### src/rtl/core/fsb_pkg.sv
// Shared types, command bytes and register defaults for the SPI bitstream loader.
package fsb_pkg;

  // Sequencer phases, one-hot.
  typedef enum logic [23:0] {
    PH_IDLE      = 24'h000001,
    PH_ID        = 24'h000002,
    PH_ST_INIT   = 24'h000004,
    PH_W_SETTLE  = 24'h000008,
    PH_REFRESH   = 24'h000010,
    PH_W_REFRESH = 24'h000020,
    PH_ENABLE    = 24'h000040,
    PH_W_ENABLE  = 24'h000080,
    PH_EBUSY     = 24'h000100,
    PH_W_EBUSY   = 24'h000200,
    PH_EFAIL_ST  = 24'h000400,
    PH_ERASE     = 24'h000800,
    PH_XBUSY     = 24'h001000,
    PH_W_XBUSY   = 24'h002000,
    PH_ADDR      = 24'h004000,
    PH_W_ADDR    = 24'h008000,
    PH_BCMD      = 24'h010000,
    PH_BDATA     = 24'h020000,
    PH_BREPLY    = 24'h040000,
    PH_ST_POST   = 24'h080000,
    PH_DISABLE   = 24'h100000,
    PH_NOP       = 24'h200000,
    PH_ST_FINAL  = 24'h400000,
    PH_W_RETRY   = 24'h800000
  } phase_t;

  // Input item kinds.
  localparam logic [1:0] IK_START = 2'd0;
  localparam logic [1:0] IK_REPLY = 2'd1;
  localparam logic [1:0] IK_BYTE  = 2'd2;
  localparam logic [1:0] IK_TICK  = 2'd3;

  // Result kinds.
  localparam logic [1:0] OK_SEND    = 2'd0;
  localparam logic [1:0] OK_RELEASE = 2'd1;
  localparam logic [1:0] OK_RESTART = 2'd2;
  localparam logic [1:0] OK_REPORT  = 2'd3;

  // Report codes.
  localparam logic [2:0] RC_ALREADY  = 3'd0;
  localparam logic [2:0] RC_PROGRAM  = 3'd1;
  localparam logic [2:0] RC_EN_TMO   = 3'd2;
  localparam logic [2:0] RC_ERASE_TMO = 3'd3;
  localparam logic [2:0] RC_NOT_DONE = 3'd4;

  // Configuration register indexes.
  localparam logic [2:0] REG_EN_POLLS  = 3'd0;
  localparam logic [2:0] REG_ER_POLLS  = 3'd1;
  localparam logic [2:0] REG_ATTEMPTS  = 3'd2;
  localparam logic [2:0] REG_REFRESH   = 3'd3;
  localparam logic [2:0] REG_SETTLE    = 3'd4;
  localparam logic [2:0] REG_RETRY     = 3'd5;

  // Register reset values.
  localparam logic [15:0] RST_EN_POLLS = 16'd1000;
  localparam logic [15:0] RST_ER_POLLS = 16'd5000;
  localparam logic [2:0]  RST_ATTEMPTS = 3'd3;
  localparam logic [11:0] RST_REFRESH  = 12'd200;
  localparam logic [11:0] RST_SETTLE   = 12'd1500;
  localparam logic [11:0] RST_RETRY    = 12'd500;

  // Device command bytes and status masks.
  localparam logic [7:0]  CMD_IDCODE  = 8'hE0;
  localparam logic [7:0]  CMD_ENABLE  = 8'hC6;
  localparam logic [7:0]  CMD_ERASE   = 8'h0E;
  localparam logic [7:0]  CMD_DISABLE = 8'h26;
  localparam logic [7:0]  CMD_BUSY    = 8'hF0;
  localparam logic [7:0]  CMD_ADDR    = 8'h46;
  localparam logic [7:0]  CMD_BURST   = 8'h7A;
  localparam logic [7:0]  CMD_STATUS  = 8'h3C;
  localparam logic [7:0]  CMD_REFRESH = 8'h79;
  localparam logic [7:0]  CMD_NOP     = 8'hFF;
  localparam logic [7:0]  ERASE_ARG   = 8'h01;
  localparam logic [31:0] ST_ERR_MASK = 32'h0380_2000;
  localparam logic [31:0] ST_DONE     = 32'h0000_0100;
  localparam logic [31:0] ST_BUSY     = 32'h0000_0080;

  // Results produced by one item at most.
  localparam int MAX_RES = 2;

  typedef struct packed {
    logic [15:0] en_polls;
    logic [15:0] er_polls;
    logic [2:0]  attempts;
    logic [11:0] refresh_ms;
    logic [11:0] settle_ms;
    logic [11:0] retry_ms;
  } cfg_t;

  typedef struct packed {
    logic [1:0]  kind;
    logic [7:0]  spi_byte;
    logic [2:0]  code;
    logic [31:0] status;
    logic [31:0] id;
    logic        err;
  } res_t;

endpackage

### src/rtl/core/fsb_seq.sv
// Loader sequencer: state registers and the single-pass next-state and result logic.
module fsb_seq (
  input  logic                clk,
  input  logic                rst_n,
  input  logic                proc,
  input  logic [1:0]          item_kind,
  input  logic [7:0]          item_byte,
  input  logic                item_last,
  input  fsb_pkg::cfg_t       cfg,
  output logic [1:0]          wr_cnt,
  output fsb_pkg::res_t       wr_res [fsb_pkg::MAX_RES]
);

  typedef enum logic [4:0] {
    ACT_NONE   = 5'b00001,
    ACT_FRAME  = 5'b00010,
    ACT_WAIT   = 5'b00100,
    ACT_FAIL   = 5'b01000,
    ACT_REPORT = 5'b10000
  } act_t;

  fsb_pkg::phase_t ph_r, ph_nxt;
  logic [2:0]  fi_r, fi_nxt;
  logic [15:0] pc_r, pc_nxt;
  logic [11:0] wc_r, wc_nxt;
  logic [2:0]  ac_r, ac_nxt;
  logic [31:0] rs_r, rs_nxt;
  logic [31:0] id_r, id_nxt;
  logic [31:0] st_r, st_nxt;
  logic        err_r, err_nxt;

  // Byte sent at a given position of a command frame.
  function automatic logic [7:0] frame_byte(fsb_pkg::phase_t p, logic [2:0] i);
    logic [7:0] b;
    b = 8'h00;
    if (p == fsb_pkg::PH_NOP) begin
      b = fsb_pkg::CMD_NOP;
    end else if (i == 3'd1 && p == fsb_pkg::PH_ERASE) begin
      b = fsb_pkg::ERASE_ARG;
    end else if (i == 3'd0) begin
      unique case (p) inside
        fsb_pkg::PH_ID:                    b = fsb_pkg::CMD_IDCODE;
        fsb_pkg::PH_REFRESH:               b = fsb_pkg::CMD_REFRESH;
        fsb_pkg::PH_ENABLE:                b = fsb_pkg::CMD_ENABLE;
        fsb_pkg::PH_EBUSY, fsb_pkg::PH_XBUSY: b = fsb_pkg::CMD_BUSY;
        fsb_pkg::PH_ERASE:                 b = fsb_pkg::CMD_ERASE;
        fsb_pkg::PH_ADDR:                  b = fsb_pkg::CMD_ADDR;
        fsb_pkg::PH_BCMD:                  b = fsb_pkg::CMD_BURST;
        fsb_pkg::PH_DISABLE:               b = fsb_pkg::CMD_DISABLE;
        default:                           b = fsb_pkg::CMD_STATUS;
      endcase
    end
    return b;
  endfunction

  // Number of bytes in the frame of a phase.
  function automatic logic [3:0] frame_len(fsb_pkg::phase_t p);
    logic [3:0] l;
    l = 4'd4;
    if (p == fsb_pkg::PH_ID || p == fsb_pkg::PH_ST_INIT || p == fsb_pkg::PH_EFAIL_ST ||
        p == fsb_pkg::PH_ST_POST || p == fsb_pkg::PH_ST_FINAL) begin
      l = 4'd8;
    end else if (p == fsb_pkg::PH_EBUSY || p == fsb_pkg::PH_XBUSY) begin
      l = 4'd5;
    end
    return l;
  endfunction

  function automatic logic in_frame(fsb_pkg::phase_t p);
    return p == fsb_pkg::PH_ID || p == fsb_pkg::PH_ST_INIT || p == fsb_pkg::PH_REFRESH ||
           p == fsb_pkg::PH_ENABLE || p == fsb_pkg::PH_EBUSY || p == fsb_pkg::PH_EFAIL_ST ||
           p == fsb_pkg::PH_ERASE || p == fsb_pkg::PH_XBUSY || p == fsb_pkg::PH_ADDR ||
           p == fsb_pkg::PH_BCMD || p == fsb_pkg::PH_ST_POST || p == fsb_pkg::PH_DISABLE ||
           p == fsb_pkg::PH_NOP || p == fsb_pkg::PH_ST_FINAL;
  endfunction

  function automatic logic in_wait(fsb_pkg::phase_t p);
    return p == fsb_pkg::PH_W_SETTLE || p == fsb_pkg::PH_W_REFRESH ||
           p == fsb_pkg::PH_W_ENABLE || p == fsb_pkg::PH_W_EBUSY ||
           p == fsb_pkg::PH_W_XBUSY || p == fsb_pkg::PH_W_ADDR || p == fsb_pkg::PH_W_RETRY;
  endfunction

  // One item: find the action, resolve failures and waits, then list the results.
  always_comb begin
    act_t            act;
    fsb_pkg::phase_t a_ph;
    logic [11:0]     a_t;
    logic [2:0]      a_code;
    logic            pre_v;
    logic [1:0]      pre_kind;
    logic [7:0]      pre_byte;
    logic [2:0]      lim_att;
    logic [15:0]     lim_poll;
    fsb_pkg::phase_t busy_next;
    fsb_pkg::phase_t busy_wait;
    logic [1:0]      n;

    ph_nxt  = ph_r;
    fi_nxt  = fi_r;
    pc_nxt  = pc_r;
    wc_nxt  = wc_r;
    ac_nxt  = ac_r;
    rs_nxt  = rs_r;
    id_nxt  = id_r;
    st_nxt  = st_r;
    err_nxt = err_r;
    act      = ACT_NONE;
    a_ph     = fsb_pkg::PH_IDLE;
    a_t      = 12'd0;
    a_code   = fsb_pkg::RC_ALREADY;
    pre_v    = 1'b0;
    pre_kind = fsb_pkg::OK_SEND;
    pre_byte = 8'h00;
    busy_next = fsb_pkg::PH_ERASE;
    busy_wait = fsb_pkg::PH_W_EBUSY;
    lim_poll  = cfg.en_polls;
    n = 2'd0;
    for (int k = 0; k < fsb_pkg::MAX_RES; k++) begin
      wr_res[k] = '0;
    end

    case (item_kind)
      fsb_pkg::IK_START: begin
        if (ph_r == fsb_pkg::PH_IDLE) begin
          err_nxt = 1'b0;
          ac_nxt  = 3'd0;
          act     = ACT_FRAME;
          a_ph    = fsb_pkg::PH_ID;
        end
      end
      fsb_pkg::IK_REPLY: begin
        if (ph_r == fsb_pkg::PH_BREPLY) begin
          rs_nxt = {rs_r[23:0], item_byte};
          if (fi_r != 3'd0) begin
            pre_v    = 1'b1;
            pre_kind = fsb_pkg::OK_RELEASE;
            act      = ACT_FRAME;
            a_ph     = fsb_pkg::PH_ST_POST;
          end else begin
            ph_nxt = fsb_pkg::PH_BDATA;
          end
        end else if (in_frame(ph_r)) begin
          rs_nxt = {rs_r[23:0], item_byte};
          if ({1'b0, fi_r} + 4'd1 < frame_len(ph_r)) begin
            fi_nxt   = fi_r + 3'd1;
            pre_v    = 1'b1;
            pre_kind = fsb_pkg::OK_SEND;
            pre_byte = frame_byte(ph_r, fi_r + 3'd1);
          end else if (ph_r == fsb_pkg::PH_BCMD) begin
            // Command sent: ask the host for the bitstream.
            pre_v    = 1'b1;
            pre_kind = fsb_pkg::OK_RESTART;
            ph_nxt   = fsb_pkg::PH_BDATA;
          end else begin
            pre_v    = 1'b1;
            pre_kind = fsb_pkg::OK_RELEASE;
            unique case (ph_r) inside
              fsb_pkg::PH_ID: begin
                id_nxt = rs_nxt;
                act    = ACT_FRAME;
                a_ph   = fsb_pkg::PH_ST_INIT;
              end
              fsb_pkg::PH_ST_INIT: begin
                st_nxt = rs_nxt;
                if ((rs_nxt & fsb_pkg::ST_DONE) != 32'd0) begin
                  act    = ACT_REPORT;
                  a_code = fsb_pkg::RC_ALREADY;
                end else begin
                  ac_nxt = 3'd0;
                  act    = ACT_WAIT;
                  a_ph   = fsb_pkg::PH_W_SETTLE;
                  a_t    = cfg.settle_ms;
                end
              end
              fsb_pkg::PH_REFRESH: begin
                act  = ACT_WAIT;
                a_ph = fsb_pkg::PH_W_REFRESH;
                a_t  = cfg.refresh_ms;
              end
              fsb_pkg::PH_ENABLE: begin
                pc_nxt = 16'd0;
                act    = ACT_WAIT;
                a_ph   = fsb_pkg::PH_W_ENABLE;
                a_t    = 12'd1;
              end
              fsb_pkg::PH_EBUSY, fsb_pkg::PH_XBUSY: begin
                if (ph_r == fsb_pkg::PH_XBUSY) begin
                  busy_next = fsb_pkg::PH_ADDR;
                  busy_wait = fsb_pkg::PH_W_XBUSY;
                  lim_poll  = cfg.er_polls;
                end
                if (lim_poll == 16'd0) begin
                  lim_poll = 16'd1;
                end
                if ((rs_nxt & fsb_pkg::ST_BUSY) == 32'd0) begin
                  act  = ACT_FRAME;
                  a_ph = busy_next;
                end else begin
                  pc_nxt = pc_r + 16'd1;
                  if (pc_nxt >= lim_poll) begin
                    if (ph_r == fsb_pkg::PH_EBUSY) begin
                      // Enable timeout reads status once before failing.
                      act  = ACT_FRAME;
                      a_ph = fsb_pkg::PH_EFAIL_ST;
                    end else begin
                      act    = ACT_FAIL;
                      a_code = fsb_pkg::RC_ERASE_TMO;
                    end
                  end else begin
                    act  = ACT_WAIT;
                    a_ph = busy_wait;
                    a_t  = 12'd1;
                  end
                end
              end
              fsb_pkg::PH_EFAIL_ST: begin
                st_nxt = rs_nxt;
                act    = ACT_FAIL;
                a_code = fsb_pkg::RC_EN_TMO;
              end
              fsb_pkg::PH_ERASE: begin
                pc_nxt = 16'd0;
                act    = ACT_FRAME;
                a_ph   = fsb_pkg::PH_XBUSY;
              end
              fsb_pkg::PH_ADDR: begin
                act  = ACT_WAIT;
                a_ph = fsb_pkg::PH_W_ADDR;
                a_t  = 12'd1;
              end
              fsb_pkg::PH_ST_POST: begin
                st_nxt  = rs_nxt;
                err_nxt = (rs_nxt & fsb_pkg::ST_ERR_MASK) != 32'd0;
                act     = ACT_FRAME;
                a_ph    = fsb_pkg::PH_DISABLE;
              end
              fsb_pkg::PH_DISABLE: begin
                act  = ACT_FRAME;
                a_ph = fsb_pkg::PH_NOP;
              end
              fsb_pkg::PH_NOP: begin
                act  = ACT_FRAME;
                a_ph = fsb_pkg::PH_ST_FINAL;
              end
              default: begin
                st_nxt = rs_nxt;
                if ((rs_nxt & fsb_pkg::ST_DONE) != 32'd0) begin
                  act    = ACT_REPORT;
                  a_code = fsb_pkg::RC_PROGRAM;
                end else begin
                  act    = ACT_FAIL;
                  a_code = fsb_pkg::RC_NOT_DONE;
                end
              end
            endcase
          end
        end
      end
      fsb_pkg::IK_BYTE: begin
        if (ph_r == fsb_pkg::PH_BDATA) begin
          pre_v    = 1'b1;
          pre_kind = fsb_pkg::OK_SEND;
          pre_byte = item_byte;
          fi_nxt   = {2'b00, item_last};
          ph_nxt   = fsb_pkg::PH_BREPLY;
        end
      end
      default: begin
        if (in_wait(ph_r)) begin
          wc_nxt = wc_r - 12'd1;
          if (wc_nxt == 12'd0) begin
            act  = ACT_WAIT;
            a_ph = ph_r;
            a_t  = 12'd0;
          end
        end
      end
    endcase

    // A failed attempt either reports or waits for the retry.
    lim_att = (cfg.attempts == 3'd0) ? 3'd1 : cfg.attempts;
    if (act == ACT_FAIL) begin
      ac_nxt = ac_r + 3'd1;
      if (ac_nxt >= lim_att) begin
        act = ACT_REPORT;
      end else begin
        act  = ACT_WAIT;
        a_ph = fsb_pkg::PH_W_RETRY;
        a_t  = cfg.retry_ms;
      end
    end

    // A wait that has run out starts the frame that follows it.
    if (act == ACT_WAIT) begin
      if (a_t == 12'd0) begin
        act = ACT_FRAME;
        unique case (a_ph) inside
          fsb_pkg::PH_W_SETTLE, fsb_pkg::PH_W_RETRY: begin
            err_nxt = 1'b0;
            a_ph    = fsb_pkg::PH_REFRESH;
          end
          fsb_pkg::PH_W_REFRESH:                   a_ph = fsb_pkg::PH_ENABLE;
          fsb_pkg::PH_W_ENABLE, fsb_pkg::PH_W_EBUSY: a_ph = fsb_pkg::PH_EBUSY;
          fsb_pkg::PH_W_XBUSY:                     a_ph = fsb_pkg::PH_XBUSY;
          default:                                 a_ph = fsb_pkg::PH_BCMD;
        endcase
      end else begin
        act    = ACT_NONE;
        ph_nxt = a_ph;
        wc_nxt = a_t;
      end
    end

    // Result list.
    if (pre_v) begin
      wr_res[0].kind     = pre_kind;
      wr_res[0].spi_byte = pre_byte;
      n = 2'd1;
    end
    if (act == ACT_FRAME) begin
      ph_nxt = a_ph;
      fi_nxt = 3'd0;
      wr_res[n[0]].kind     = fsb_pkg::OK_SEND;
      wr_res[n[0]].spi_byte = frame_byte(a_ph, 3'd0);
      n = n + 2'd1;
    end else if (act == ACT_REPORT) begin
      ph_nxt = fsb_pkg::PH_IDLE;
      wr_res[n[0]].kind   = fsb_pkg::OK_REPORT;
      wr_res[n[0]].code   = a_code;
      wr_res[n[0]].status = st_nxt;
      wr_res[n[0]].id     = id_nxt;
      wr_res[n[0]].err    = err_nxt;
      n = n + 2'd1;
    end
    wr_cnt = proc ? n : 2'd0;
  end

  // State registers.
  always_ff @(posedge clk) begin
    if (!rst_n) begin
      ph_r  <= fsb_pkg::PH_IDLE;
      fi_r  <= '0;
      pc_r  <= '0;
      wc_r  <= '0;
      ac_r  <= '0;
      rs_r  <= '0;
      id_r  <= '0;
      st_r  <= '0;
      err_r <= 1'b0;
    end else if (proc) begin
      ph_r  <= ph_nxt;
      fi_r  <= fi_nxt;
      pc_r  <= pc_nxt;
      wc_r  <= wc_nxt;
      ac_r  <= ac_nxt;
      rs_r  <= rs_nxt;
      id_r  <= id_nxt;
      st_r  <= st_nxt;
      err_r <= err_nxt;
    end
  end

endmodule

### src/rtl/core/fsb_outq.sv
// Four-entry result queue taking up to two results a cycle and giving one.
module fsb_outq (
  input  logic          clk,
  input  logic          rst_n,
  input  logic [1:0]    wr_cnt,
  input  fsb_pkg::res_t wr_res [fsb_pkg::MAX_RES],
  input  logic          pop,
  output fsb_pkg::res_t rd_res,
  output logic [2:0]    count
);

  fsb_pkg::res_t mem_r [4];
  logic [1:0] wp_r, wp_nxt;
  logic [1:0] rp_r, rp_nxt;
  logic [2:0] cnt_r, cnt_nxt;

  assign wp_nxt  = wp_r + wr_cnt;
  assign rp_nxt  = rp_r + {1'b0, pop};
  assign cnt_nxt = cnt_r + {1'b0, wr_cnt} - {2'b00, pop};
  assign rd_res  = mem_r[rp_r];
  assign count   = cnt_r;

  // Storage writes.
  always_ff @(posedge clk) begin
    if (wr_cnt != 2'd0) begin
      mem_r[wp_r] <= wr_res[0];
    end
    if (wr_cnt == 2'd2) begin
      mem_r[wp_r + 2'd1] <= wr_res[1];
    end
  end

  // Pointers and fill level.
  always_ff @(posedge clk) begin
    if (!rst_n) begin
      wp_r  <= '0;
      rp_r  <= '0;
      cnt_r <= '0;
    end else begin
      wp_r  <= wp_nxt;
      rp_r  <= rp_nxt;
      cnt_r <= cnt_nxt;
    end
  end

endmodule

### src/rtl/core/fpga_spi_bitstream_loader_core.sv
// Top level of the slave-SPI bitstream loader: input register, config registers, queue.
// out_tvalid for a result rises once its item has left the input register and is queued.
// Throughput: one input transaction per cycle while each gives at most one result and
// the output drains; the queue is read one result wide, so a second result waits behind.
// Reset (rst_n low, synchronous) returns the sequencer to idle, clears the queue
// and loads the register defaults.
module fpga_spi_bitstream_loader_core (
  input  logic        clk,
  input  logic        rst_n,
  input  logic        in_tvalid,
  output logic        in_tready,
  input  logic [7:0]  in_tdata,   // [7:0] byte_value
  input  logic [1:0]  in_tuser,   // [1:0] kind
  input  logic        in_tlast,   // last_byte
  output logic        out_tvalid,
  input  logic        out_tready,
  output logic [79:0] out_tdata,  // [7:0] spi_byte, [10:8] result_code,
                                  // [42:11] status_word, [74:43] id_word,
                                  // [75] bitstream_error, [79:76] zero
  output logic [1:0]  out_tuser,  // [1:0] out_kind
  input  logic        cfg_we,
  input  logic [2:0]  cfg_addr,
  input  logic [15:0] cfg_wdata
);

  fsb_pkg::cfg_t cfg_r;
  logic          vld_r;
  logic [1:0]    kind_r;
  logic [7:0]    byte_r;
  logic          last_r;
  logic          proc;
  logic          pop;
  logic [2:0]    qcount;
  logic [2:0]    qafter;
  logic [1:0]    wr_cnt;
  fsb_pkg::res_t wr_res [fsb_pkg::MAX_RES];
  fsb_pkg::res_t rd_res;

  // Work on the held item once the queue has room for its results.
  assign pop       = out_tvalid & out_tready;
  assign qafter    = qcount - {2'b00, pop};
  assign proc      = vld_r & (qafter <= 3'd2);
  assign in_tready = ~vld_r | proc;

  // Configuration registers.
  always_ff @(posedge clk) begin
    if (!rst_n) begin
      cfg_r.en_polls   <= fsb_pkg::RST_EN_POLLS;
      cfg_r.er_polls   <= fsb_pkg::RST_ER_POLLS;
      cfg_r.attempts   <= fsb_pkg::RST_ATTEMPTS;
      cfg_r.refresh_ms <= fsb_pkg::RST_REFRESH;
      cfg_r.settle_ms  <= fsb_pkg::RST_SETTLE;
      cfg_r.retry_ms   <= fsb_pkg::RST_RETRY;
    end else if (cfg_we) begin
      unique case (cfg_addr)
        fsb_pkg::REG_EN_POLLS: cfg_r.en_polls   <= cfg_wdata;
        fsb_pkg::REG_ER_POLLS: cfg_r.er_polls   <= cfg_wdata;
        fsb_pkg::REG_ATTEMPTS: cfg_r.attempts   <= cfg_wdata[2:0];
        fsb_pkg::REG_REFRESH:  cfg_r.refresh_ms <= cfg_wdata[11:0];
        fsb_pkg::REG_SETTLE:   cfg_r.settle_ms  <= cfg_wdata[11:0];
        fsb_pkg::REG_RETRY:    cfg_r.retry_ms   <= cfg_wdata[11:0];
        default: ;
      endcase
    end
  end

  // Input register.
  always_ff @(posedge clk) begin
    if (!rst_n) begin
      vld_r <= 1'b0;
    end else if (in_tready) begin
      vld_r <= in_tvalid;
    end
  end

  always_ff @(posedge clk) begin
    if (in_tready && in_tvalid) begin
      kind_r <= in_tuser;
      byte_r <= in_tdata;
      last_r <= in_tlast;
    end
  end

  fsb_seq u_seq (
    .clk       (clk),
    .rst_n     (rst_n),
    .proc      (proc),
    .item_kind (kind_r),
    .item_byte (byte_r),
    .item_last (last_r),
    .cfg       (cfg_r),
    .wr_cnt    (wr_cnt),
    .wr_res    (wr_res)
  );

  fsb_outq u_outq (
    .clk    (clk),
    .rst_n  (rst_n),
    .wr_cnt (wr_cnt),
    .wr_res (wr_res),
    .pop    (pop),
    .rd_res (rd_res),
    .count  (qcount)
  );

  // Result channel.
  assign out_tvalid = qcount != 3'd0;
  assign out_tuser  = rd_res.kind;
  assign out_tdata  = {4'b0000, rd_res.err, rd_res.id, rd_res.status, rd_res.code,
                       rd_res.spi_byte};

endmodule
### config.mk
export PLATFORM = sky130hd
export DESIGN_NAME = fpga_spi_bitstream_loader_core
export DESIGN_NICKNAME = d
export VERILOG_FILES = /design/src/rtl/core/fsb_pkg.sv /design/src/rtl/core/fsb_seq.sv /design/src/rtl/core/fsb_outq.sv /design/src/rtl/core/fpga_spi_bitstream_loader_core.sv
export SDC_FILE = /design/constraint.sdc
export NUM_CORES = 1
export LEC_CHECK = 0
export BUFFER_PORTS_ARGS = -buffer_cell sky130_fd_sc_hd__buf_2
export CAP_MARGIN = 20
export CORE_MARGIN = 4
export CORE_UTILIZATION = 45
export DETAILED_ROUTE_END_ITERATION = 8
export PLACE_DENSITY = 0.69
export SLEW_MARGIN = 20
export SYNTH_ARGS = -nofsm -noshare
export SYNTH_HDL_FRONTEND = slang
export SYNTH_SLANG_ARGS = --single-unit
### constraint.sdc
create_clock -name clk -period 30.4 [get_ports clk]
set_input_delay 6.08 -clock clk [delete_from_list [all_inputs] [get_ports clk]]
set_output_delay 6.08 -clock clk [all_outputs]
set_load 0.005 [all_outputs]
---- After elaboration in Yosys (flattened, before gate mapping) ----
Memories as Yosys holds them, arrays and structs flattened. A register that Yosys moved wholly into a read port is not among the register bits.
Index checks and enable logic that the tools add are counted.
word-level totals
  ROM bits ................................ 0
  bits in registers ....................... 237
  memory bits (writable) .................. 312
  latch bits .............................. 0
  logic and storage cells ................. 368
  memories ................................ 1
  bits of input ports ..................... 35
memories
  memory        depth  bits a word  rd ports  clocked after Yosys merged registers in  write ports  RTL line        source
  u_outq.mem_r  4      78           1         1                                        2            fsb_outq.sv:12  fsb_pkg::res_t mem_r [4];
cells by class
  $add $sub $neg .......................... 12
  shift operators ......................... 0
  divide/modulo/power cells ............... 0
  bitwise logic cells ..................... 8
  equal/unequal tests ..................... 65
  order comparisons ....................... 6
  reductions and logical operators ........ 63
  muxes and demuxes ....................... 191
  multipliers ............................. 0
operators with widths
  cell                                                   count
  bitwise mux 156 bit                                    7
  2-to-1 mux 24 bit                                      23
  demux 78 bit (select 1 bit)                            6
  2-to-1 mux 32 bit                                      12
  2-to-1 mux 156 bit                                     2
  2-to-1 mux 16 bit                                      15
  case mux 24 bit (10 select lines)                      1
  2-to-1 mux 12 bit                                      13
  case mux 8 bit (8 select lines)                        2
  2-to-1 mux 78 bit                                      1
  2-to-1 mux 76 bit                                      1
  2-to-1 mux 8 bit                                       9
  case mux 24 bit (3 select lines)                       1
  2-to-1 mux 3 bit                                       23
  2-to-1 mux 68 bit                                      1
  case mux 17 bit (4 select lines)                       1
  2-to-1 mux 65 bit                                      1
  2-to-1 mux 5 bit                                       11
  equality test 24 x 10 -> 1 bit, second input constant  2
  equality test 24 x 12 -> 1 bit, second input constant  2
  equality test 24 x 13 -> 1 bit, second input constant  2
  equality test 24 x 14 -> 1 bit, second input constant  2
  equality test 24 x 15 -> 1 bit, second input constant  2
  equality test 24 x 17 -> 1 bit, second input constant  2
  other kinds (87)                                       203

---- Longest topological paths before layout ----
Gate-level depths: netlist (run 1).
  depth after elaboration ................. 53
  gate-level depth with buffers ........... 31
  gate-level depth less buffers ........... 29

---- Modules after synthesis ----
Synthesis (run 1) repeated with hierarchy kept, for this count alone.
unflattened totals
  cell total of the unflattened synthesis .. 2730
  area, all modules ....................... 30194.0 µm²
modules (own cells, without submodules)
  module                          times used  seq. area each (µm²)  cells an instance  area an instance (µm²)
  fsb_outq                        1           9509.1                797                15483.6
  fsb_seq                         1           2942.8                1629               11382.2
  fpga_spi_bitstream_loader_core  1           1771.7                304                3328.2

---- Worst setup path before layout (run 1) ----
OpenSTA, ideal clock, no wires.
  kind .................................... input-to-reg
  start point ............................. in out_tready
  end point ............................... mem u_outq.mem_r[2][0] (netlist name), enable pin
  required time ........................... 29470 ps
  arrival time ............................ 19519 ps
  cell stages on the path ................. 9
  path slack .............................. 9951 ps
  buffers on the path ..................... 2
  cell sequence ........................... and2_1 -> ha_1 -> ha_1 -> xor2_1 -> nor2_1 -> nand2_1 -> clkbuf_1 -> clkbuf_1 -> a2111oi_0
RTL lines
  what                RTL line                              source
  start: declaration  fpga_spi_bitstream_loader_core.sv:16  input logic out_tready,
  end: declaration    fsb_outq.sv:12

---- Worst setup path after layout (run 1) ----
  start point ............................. in out_tready
  end point ............................... out in_tready
on the way
  longest elaborated chain between the ends .. 5
ends and longest elaborated chain
  what                                     RTL line                              source
  bitwise AND 1 bit                        fpga_spi_bitstream_loader_core.sv:40  assign pop = out_tvalid & out_tready;
  subtractor 3 x 1 -> 3 bit                fpga_spi_bitstream_loader_core.sv:41  assign qafter = qcount - {2'b00, pop};
  less-or-equal comparator 3 x 2 -> 1 bit  fpga_spi_bitstream_loader_core.sv:42  assign proc = vld_r & (qafter <= 3'd2);
  bitwise AND 1 bit                        fpga_spi_bitstream_loader_core.sv:42
  bitwise OR 1 bit                         fpga_spi_bitstream_loader_core.sv:43  assign in_tready = ~vld_r | proc;
  end: declaration                         fpga_spi_bitstream_loader_core.sv:11  output logic in_tready,
No other way between the ends.

==> results of run 1 <==
-- kinds of logic (layout without fill, tap and decap cells) --
logic type	Yosys count	after routing	share of synthesized area, %
and+or+nand+nor	1194	1194	20.2
DFF	549	549	52.7
AOI/OAI and AO/OA	428	428	9.85
buffers and inverters	212	299	3.26
muxes	185	185	10.8
adders and majority gates	43	43	2.02
xor gates and xnor gates	30	30	1.10
other	1	9	0.0139
-- worst min-delay path: cells and delay by family, from the launching register on --
kind | cells | cell delay [ns]
compound gates | 1 | 0.05
flops | 1 | 0.31
simple gates | 1 | 0.05
-- metrics by stage --
step | hold slack, ns | setup WS [ns] | util, %
2_1_floorplan | 0.428 | 9.95 | -
3_3_place_gp | 0.433 | 17.05 | 47.6
3_5_place_dp | 0.442 | 16.96 | 47.6
4_1_cts | 0.451 | 16.96 | 51.0
5_1_grt | 0.466 | 16.88 | 51.0
6_report | 0.450 | 16.97 | 51.1
-- placed cells by master, fill, tap and decap left out, types with 8 or more instances in the layout --
| cell | n |
|---|---|
| buf_4 | 42 |
| nand4_1 | 29 |
| xnor2_1 | 8 |
| buf_2 | 114 |
| nand2_1 | 470 |
| nand3_1 | 62 |
| ha_1 | 42 |
| xor2_1 | 19 |
| clkbuf_1 | 10 |
| or2_2 | 11 |
| or4_1 | 26 |
| edfxtp_1 | 323 |
| mux4_2 | 78 |
| a31oi_1 | 15 |
| nor3_1 | 109 |
| or3_1 | 16 |
| a211oi_1 | 8 |
| nor2_1 | 321 |
| nand2b_1 | 14 |
| and2_1 | 14 |
| a21oi_1 | 211 |
| a21o_1 | 8 |
| a22oi_1 | 27 |
| and3_1 | 26 |
| nand3b_1 | 14 |
| clkinv_2 | 10 |
| clkbuf_16 | 60 |
| dfxtp_1 | 224 |
| mux2i_1 | 39 |
| inv_1 | 31 |
| o22ai_1 | 18 |
| o21ai_0 | 53 |
| nor2b_1 | 12 |
| mux2_2 | 65 |
| a22o_1 | 16 |
| nor4_1 | 26 |
-- routing by layer --
metal | part of all wire [%] | GRT usage [%] | wire, um | vias up
met3 | 7.9 | 4.71 | 6390 | 162
met1 | 40 | 32.6 | 32700 | 10400
met5 | 0.047 | 0 | 38 | -
li1 | - | - | - | 9692
met2 | 48 | 40.9 | 39000 | 879
met4 | 3.5 | 8.73 | 2800 | 6
-- registers in the layout, indices dropped and copies added, names as in the netlist --
name          flops
u_seq.wc_r       12
u_seq.fi_r        3
u_outq.mem_r    312
byte_r            8
u_seq.err_r       1
u_seq.rs_r       24
cfg_r            71
u_seq.id_r       32
u_seq.st_r       32
u_outq.rp_r       2
vld_r             1
u_seq.ac_r        3
kind_r            2
u_outq.wp_r       2
u_seq.pc_r       16
last_r            1
u_outq.count      3
u_seq.ph_r       24
-- power groups by stage --
stage | clock network, mW | registers (mW) | logic (mW)
3_5_place_dp | 0 | 0.852 | 0.243
6_report | 0.738 | 0.835 | 0.242
5_1_grt | 0.781 | 0.839 | 0.261
3_3_place_gp | 0 | 0.850 | 0.241
4_1_cts | 0.748 | 0.836 | 0.244
2_1_floorplan | 0 | 0.827 | 0.170
-- layout make-up --
cell class	instances	area share (%)
Sequential cell	549	47.1
Multi-Input combinational cell	1884	39.7
Clock buffer	76	5.36
Tap cell	773	3.20
Timing Repair Buffer	156	2.93
Clock inverter	33	1.32
Inverter	34	0.430
Antenna cell	5	0.0414
-- worst paths after layout --
check                                       end  slack, ns
setup / recovery                      in_tready      16.97
hold / removal      u_seq.id_r[21]$_SDFFE_PN0P_       0.45
setup reg to reg  u_outq.mem_r[3][41]$_DFFE_PP_      21.41
hold reg to reg     u_seq.id_r[21]$_SDFFE_PN0P_       0.45
==> results.py, run 1 <==
metrics = {
    "finish": {
        "fill_cells": 5268,
        "area_growth_pct": 12.0,
        "multi_input_comb_area_um2": 12000,
        "design_area_um2": 30200,
        "layout-drive-gt1-share_pct": 16.5,
        "final_cell_count_no_fill": 3510,
        "final_nets": 2761,
        "area.sequential_um2": 14200,
    },
    "detailed_routing": {
        "wire_per_inst_um": 23.0,
        "first_pass_iters": 5,
        "drt_wl_total_um": 80900,
        "via_per_inst": 6.01,
        "drt_iter0_drc": 1753,
        "ant_nets": 0,
        "drc": 0,
        "vias": 21100,
    },
    "clock_tree": {
        "path_clk_slew_ns": 0.06,
        "cts_setup_buffers": 0,
        "clock-sinks": 549,
        "clockBufferDepth": 3,
        "cts_inserted_buffers": 58,
        "ctsResizeCount": 0,
        "clk_latency_ns": 0.64,
        "clk_root_buffer_cell": "clkbuf_16",
        "cts_max_level": 2,
        "postCtsHoldBufs": 0,
        "cts_tree": "done",
    },
    "setup_path": {
        "crit_path_max_fanout": 3,
        "path_delay_family": "adder cells",
        "cpMaxStageDelayCell": "o21ai_0",
        "endpoint_kind": "output pin",
        "crit_cells": 7,
        "rr_startpoint": "u_seq.ph_r[16]$_SDFFE_PN0P_",
        "critPathMaxStageDelay_ns": 0.31,
        "crit_path_start_kind": "input pin",
        "startpoint": "out_tready",
        "critPathArrivalTime_ns": 7.35,
        "critical_path_buf_inv_count": 2,
        "critPathKind": "in2out",
        "reg2reg_depth": 27,
        "cp.required_ns": 24.32,
        "path_cells": "buf_2 -> and2_1 -> ha_1 -> ha_1 -> xor2_1 -> o21ai_0 -> buf_2",
    },
    "timing": {
        "slew_violations": 0,
        "final-hold-violation-count": 0,
        "relSlewSlack_pct": 29.3,
        "fin_crit_ns": 13.43,
        "setup-tns-final_ns": 0,
        "final-setup-viol-count": 0,
        "rsz0062_at_grt": "false",
        "clock_skew_ns": 0.0506,
        "fmax_mhz": 74.4,
        "tightest_slew_ns": 1.04,
        "fin_crit_sh_pct": 44.2,
    },
    "yosys": {
        "yosysWarnings": 0,
        "seq_area_frac_synth_pct": 52.7,
        "avgSynthCellArea_um2": 10.2,
        "ys_seq_elements": 549,
        "synthFlopType": "edfxtp_1",
        "synthArstFlopShare_pct": 0,
        "synth-edff-count": 323,
        "synthTopCellsByCount": "nand2_1 (470), nor2_1 (325), edfxtp_1 (323)",
        "synth.area.top_cells": "edfxtp_1 (36%), dfxtp_1 (17%), nand2_1 (6.5%)",
        "synth_top_area_cell": "edfxtp_1",
        "synth_top_area_share_pct": 35.9,
        "synth_cell_types": 88,
        "syn-cell-area_um2": 27000,
        "synthCells": 2642,
        "yosysMostFrequentCell": "nand2_1",
    },
    "grt": {
        "grt_antenna_before_repair": 8,
        "grt_first_pass_wirelength_um": 123000,
        "grt.total_usage_pct": 24.7,
        "grt_max_degree": 88,
        "gr-total-overflow": 0,
        "grt_pass1_vias": 20500,
    },
    "power_and_ir_drop": {
        "powerDensity_nw_per_um2": 60.0,
        "ir_drop_v": 0.0000517,
        "sw_frac_of_total_pct": 25.9,
        "seq_power_share_pct": 46.0,
        "p_comb_share_pct": 13.3,
        "power_mw": 1.81,
        "clock_power_share_pct": 40.7,
        "power.internal_mw": 1.34,
        "power.switching_mw": 0.470,
        "p_leak_nw": 10.9,
    },
    "place": {
        "placed_area_um2": 28200,
        "dp_hpwl_um": 53900,
        "placed_cells": 3396,
        "portBuffers": 114,
        "gp_congestion": 0.958,
    },
    "die": {
        "die_h_um": 253,
        "core_area_um2": 59200,
        "die_x_um": 253,
        "start_util_pct": 45.6,
        "io-pin-count": 119,
        "rows": 89,
        "die_area_um2": 64000,
    },
    "worst_hold_path": {
        "hold_path_class": "reg2reg",
        "min_path_cells": 2,
        "hp-start": "u_seq.id_r[21]$_SDFFE_PN0P_",
    },
    "status": {
        "status": "complete, no violations",
    },
    "flow_run": {
        "maxCapViolCount": 0,
    },
}
Power figures use the tool's default switching activity.
==> inputs of run 2 (changes only) <==
Settings changed: ABC_AREA from default to 1.
Clock period 30.4 ns to 13.9 ns, I/O delays scaled along.
==> results.py, run 2 <==
metrics = {
    "yosys": {
        "synthFlopType": "edfxtp_1",
        "synth_top_family_by_area": "simple AND/OR/NAND/NOR gates",
        "synth_simple_gate_area_share_pct": 21.6,
        "yosysWarnings": 0,
        "syn-cell-area_um2": 30200,
        "synth-edff-count": 323,
        "synthTopCellsByCount": "nand2_1 (831), nor2_1 (428), o21ai_0 (367)",
        "synth.area.mux_share_pct": 0.397,
        "synthArstFlopShare_pct": 0,
        "avgSynthCellArea_um2": 7.94,
        "ys_seq_elements": 549,
        "synth_top_area_share_pct": 32.1,
        "synth_fa_ha_area_share_pct": 1.80,
        "synth_compound_area_share_pct": 19.7,
        "synth_cell_types": 63,
        "synthXorXnorAreaFrac_pct": 0.869,
        "synth.area.top_cells": "edfxtp_1 (32%), dfxtp_1 (15%), nand2_1 (10%)",
        "yosysMostFrequentCell": "nand2_1",
        "seq_area_frac_synth_pct": 47.0,
        "synth_top_area_cell": "edfxtp_1",
        "synthCells": 3807,
    },
    "timing": {
        "final-setup-viol-count": 0,
        "fin_crit_ns": 9.18,
        "relSlewSlack_pct": 28.7,
        "setup_slack_ns": 4.72,
        "setup-tns-final_ns": 0,
        "rsz0062_at_grt": "false",
        "slew_violations": 0,
        "final-hold-violation-count": 0,
        "whs_ns": 0.465,
        "fmax_mhz": 109,
        "clock_skew_ns": 0.0239,
        "fin_crit_sh_pct": 66.1,
        "tightest_slew_ns": 1.07,
    },
    "finish": {
        "layout-drive-gt1-share_pct": 9.99,
        "final_cell_count_no_fill": 4688,
        "design_area_um2": 33000,
        "final_cell_mix": "nand2_1 (826), nor2_1 (425), o21ai_0 (366), inv_1 (345), edfxtp_1 (323)",
        "largest_reg_flops": 312,
        "mostFrequentLayoutCell": "nand2_1",
        "top_regs": "u_outq.mem_r (312), cfg_r (71)",
        "n_antenna_cell": 0,
        "top_register": "u_outq.mem_r",
        "post-route-util_pct": 49.8,
        "final_nets": 3853,
        "fill_cells": 6326,
        "area_growth_pct": 9.02,
    },
    "setup_path": {
        "crit_path_start_kind": "flop",
        "cp.required_ns": 14.14,
        "path_common_cell": "nand2_1",
        "critPathMaxStageDelay_ns": 0.86,
        "critPathArrivalTime_ns": 9.42,
        "critPathKind": "reg2reg",
        "cpMaxStageDelayCell": "buf_4",
        "endpoint_kind": "flop",
        "crit_path_max_fanout": 87,
        "path_delay_family": "simple AND/OR/NAND/NOR gates",
        "critical_path_buf_inv_count": 6,
    },
    "grt": {
        "grt.total_usage_pct": 23.8,
        "grt_first_pass_wirelength_um": 136000,
        "grt_pass1_vias": 24100,
        "grt_max_degree": 186,
        "gr-total-overflow": 0,
        "grt_antenna_before_repair": 1,
    },
    "detailed_routing": {
        "vias": 26100,
        "first_pass_iters": 6,
        "via_per_inst": 5.57,
        "drt_iter0_drc": 2595,
        "ant_nets": 0,
        "wire_per_inst_um": 18.5,
        "drt_wl_total_um": 86900,
        "drc": 0,
    },
    "clock_tree": {
        "ctsResizeCount": 0,
        "cts_max_level": 2,
        "cts_tree": "done",
        "clk_root_buffer_cell": "clkbuf_16",
        "path_clk_slew_ns": 0.07,
        "clock-sinks": 549,
        "cts_inserted_buffers": 57,
        "clk_latency_ns": 0.64,
        "cts_setup_buffers": 0,
        "clockBufferDepth": 3,
        "postCtsHoldBufs": 0,
    },
    "die": {
        "die_x_um": 267,
        "core_area_um2": 66200,
        "start_util_pct": 45.7,
        "die_area_um2": 71400,
        "io-pin-count": 119,
        "die_h_um": 267,
        "rows": 94,
    },
    "power_and_ir_drop": {
        "powerDensity_nw_per_um2": 146,
        "p_leak_nw": 12.4,
        "power_mw": 4.81,
        "ir_drop_v": 0.000105,
    },
    "flow_run": {
        "maxCapViolCount": 0,
    },
    "place": {
        "dp_slack_ns": 4.70,
        "dp_hpwl_um": 55400,
        "placed_cells": 4579,
        "placed_area_um2": 31000,
        "gp_congestion": 1.04,
        "portBuffers": 114,
    },
    "status": {
        "status": "complete, no violations",
    },
    "worst_hold_path": {
        "hold_path_class": "reg2reg",
    },
}
run 2: changes by cell type in the layout (fill, tap and decap cells not counted), sizes merged, moves of 85 or more:
cell   previous run  this run
o21ai            55       636
o22ai            18       103
nand2           470       854
nor2            327       458
inv              36       375
a21oi           212       114
run 2: final timing paths:
check | from | slack (ns) | depth (start not counted) | end
setup / recovery | u_seq.ph_r[2]$_SDFFE_PN0P_ | 4.72 | 39 | u_outq.mem_r[2][76]$_DFFE_PP_
hold / removal | cfg_r[46]$_SDFFE_PN1P_ | 0.47 | 2 | cfg_r[46]$_SDFFE_PN1P_
setup reg to reg | u_seq.ph_r[2]$_SDFFE_PN0P_ | 4.72 | 39 | u_outq.mem_r[2][76]$_DFFE_PP_
hold reg to reg | cfg_r[46]$_SDFFE_PN1P_ | 0.47 | 2 | cfg_r[46]$_SDFFE_PN1P_
run 2: report_power, final:
| part | switching [mW] | internal, mW | leakage, nW |
|---|---|---|---|
| logic | 0.890 | 0.418 | 6.93 |
| registers | 0.104 | 1.82 | 4.53 |
| clock network | 0.657 | 0.918 | 0.935 |
| total | 1.65 | 3.15 | 12.4 |
run 2: kinds of logic after synthesis:
kind of cell,Yosys count
adder cells (fa/ha/maj),43
XOR/XNOR,30
buffers and inverters,609
AO/OA/AOI/OAI,1033
other,1
multiplexers,12
flip-flops,549
AND/OR/NAND/NOR,1530
run 2: worst register-to-register path, delay by kind of cell (launching register included):
kind	cells	cell delay (ns)
muxes	1	0.35
adders and majority gates	2	0.52
AOI/OAI and AO/OA	6	1.10
and+or+nand+nor	24	5.18
DFF	1	0.37
buffers and inverters	6	1.24
run 2: area by class of cell:
class	instances	area, um^2	share of cell area (%)
flip-flops and latches	549	14200	43.2
multi-input cells	2652	13500	41.0
clock buffers	93	1710	5.20
inverters	377	1430	4.33
well taps	864	1080	3.28
repair buffers	138	778	2.36
clock inverters	15	226	0.687
run 2: routing by layer:
| layer | wire [um] | share of wire, % | GRT usage [%] | vias up |
|---|---|---|---|---|
| met5 | 0 | 0 | 0 | - |
| met1 | 36600 | 42 | 32.0 | 12100 |
| met2 | 40500 | 47 | 39.6 | 1014 |
| met4 | 3260 | 3.7 | 8.45 | 0 |
| met3 | 6560 | 7.5 | 3.38 | 187 |
| li1 | - | - | - | 12900 |
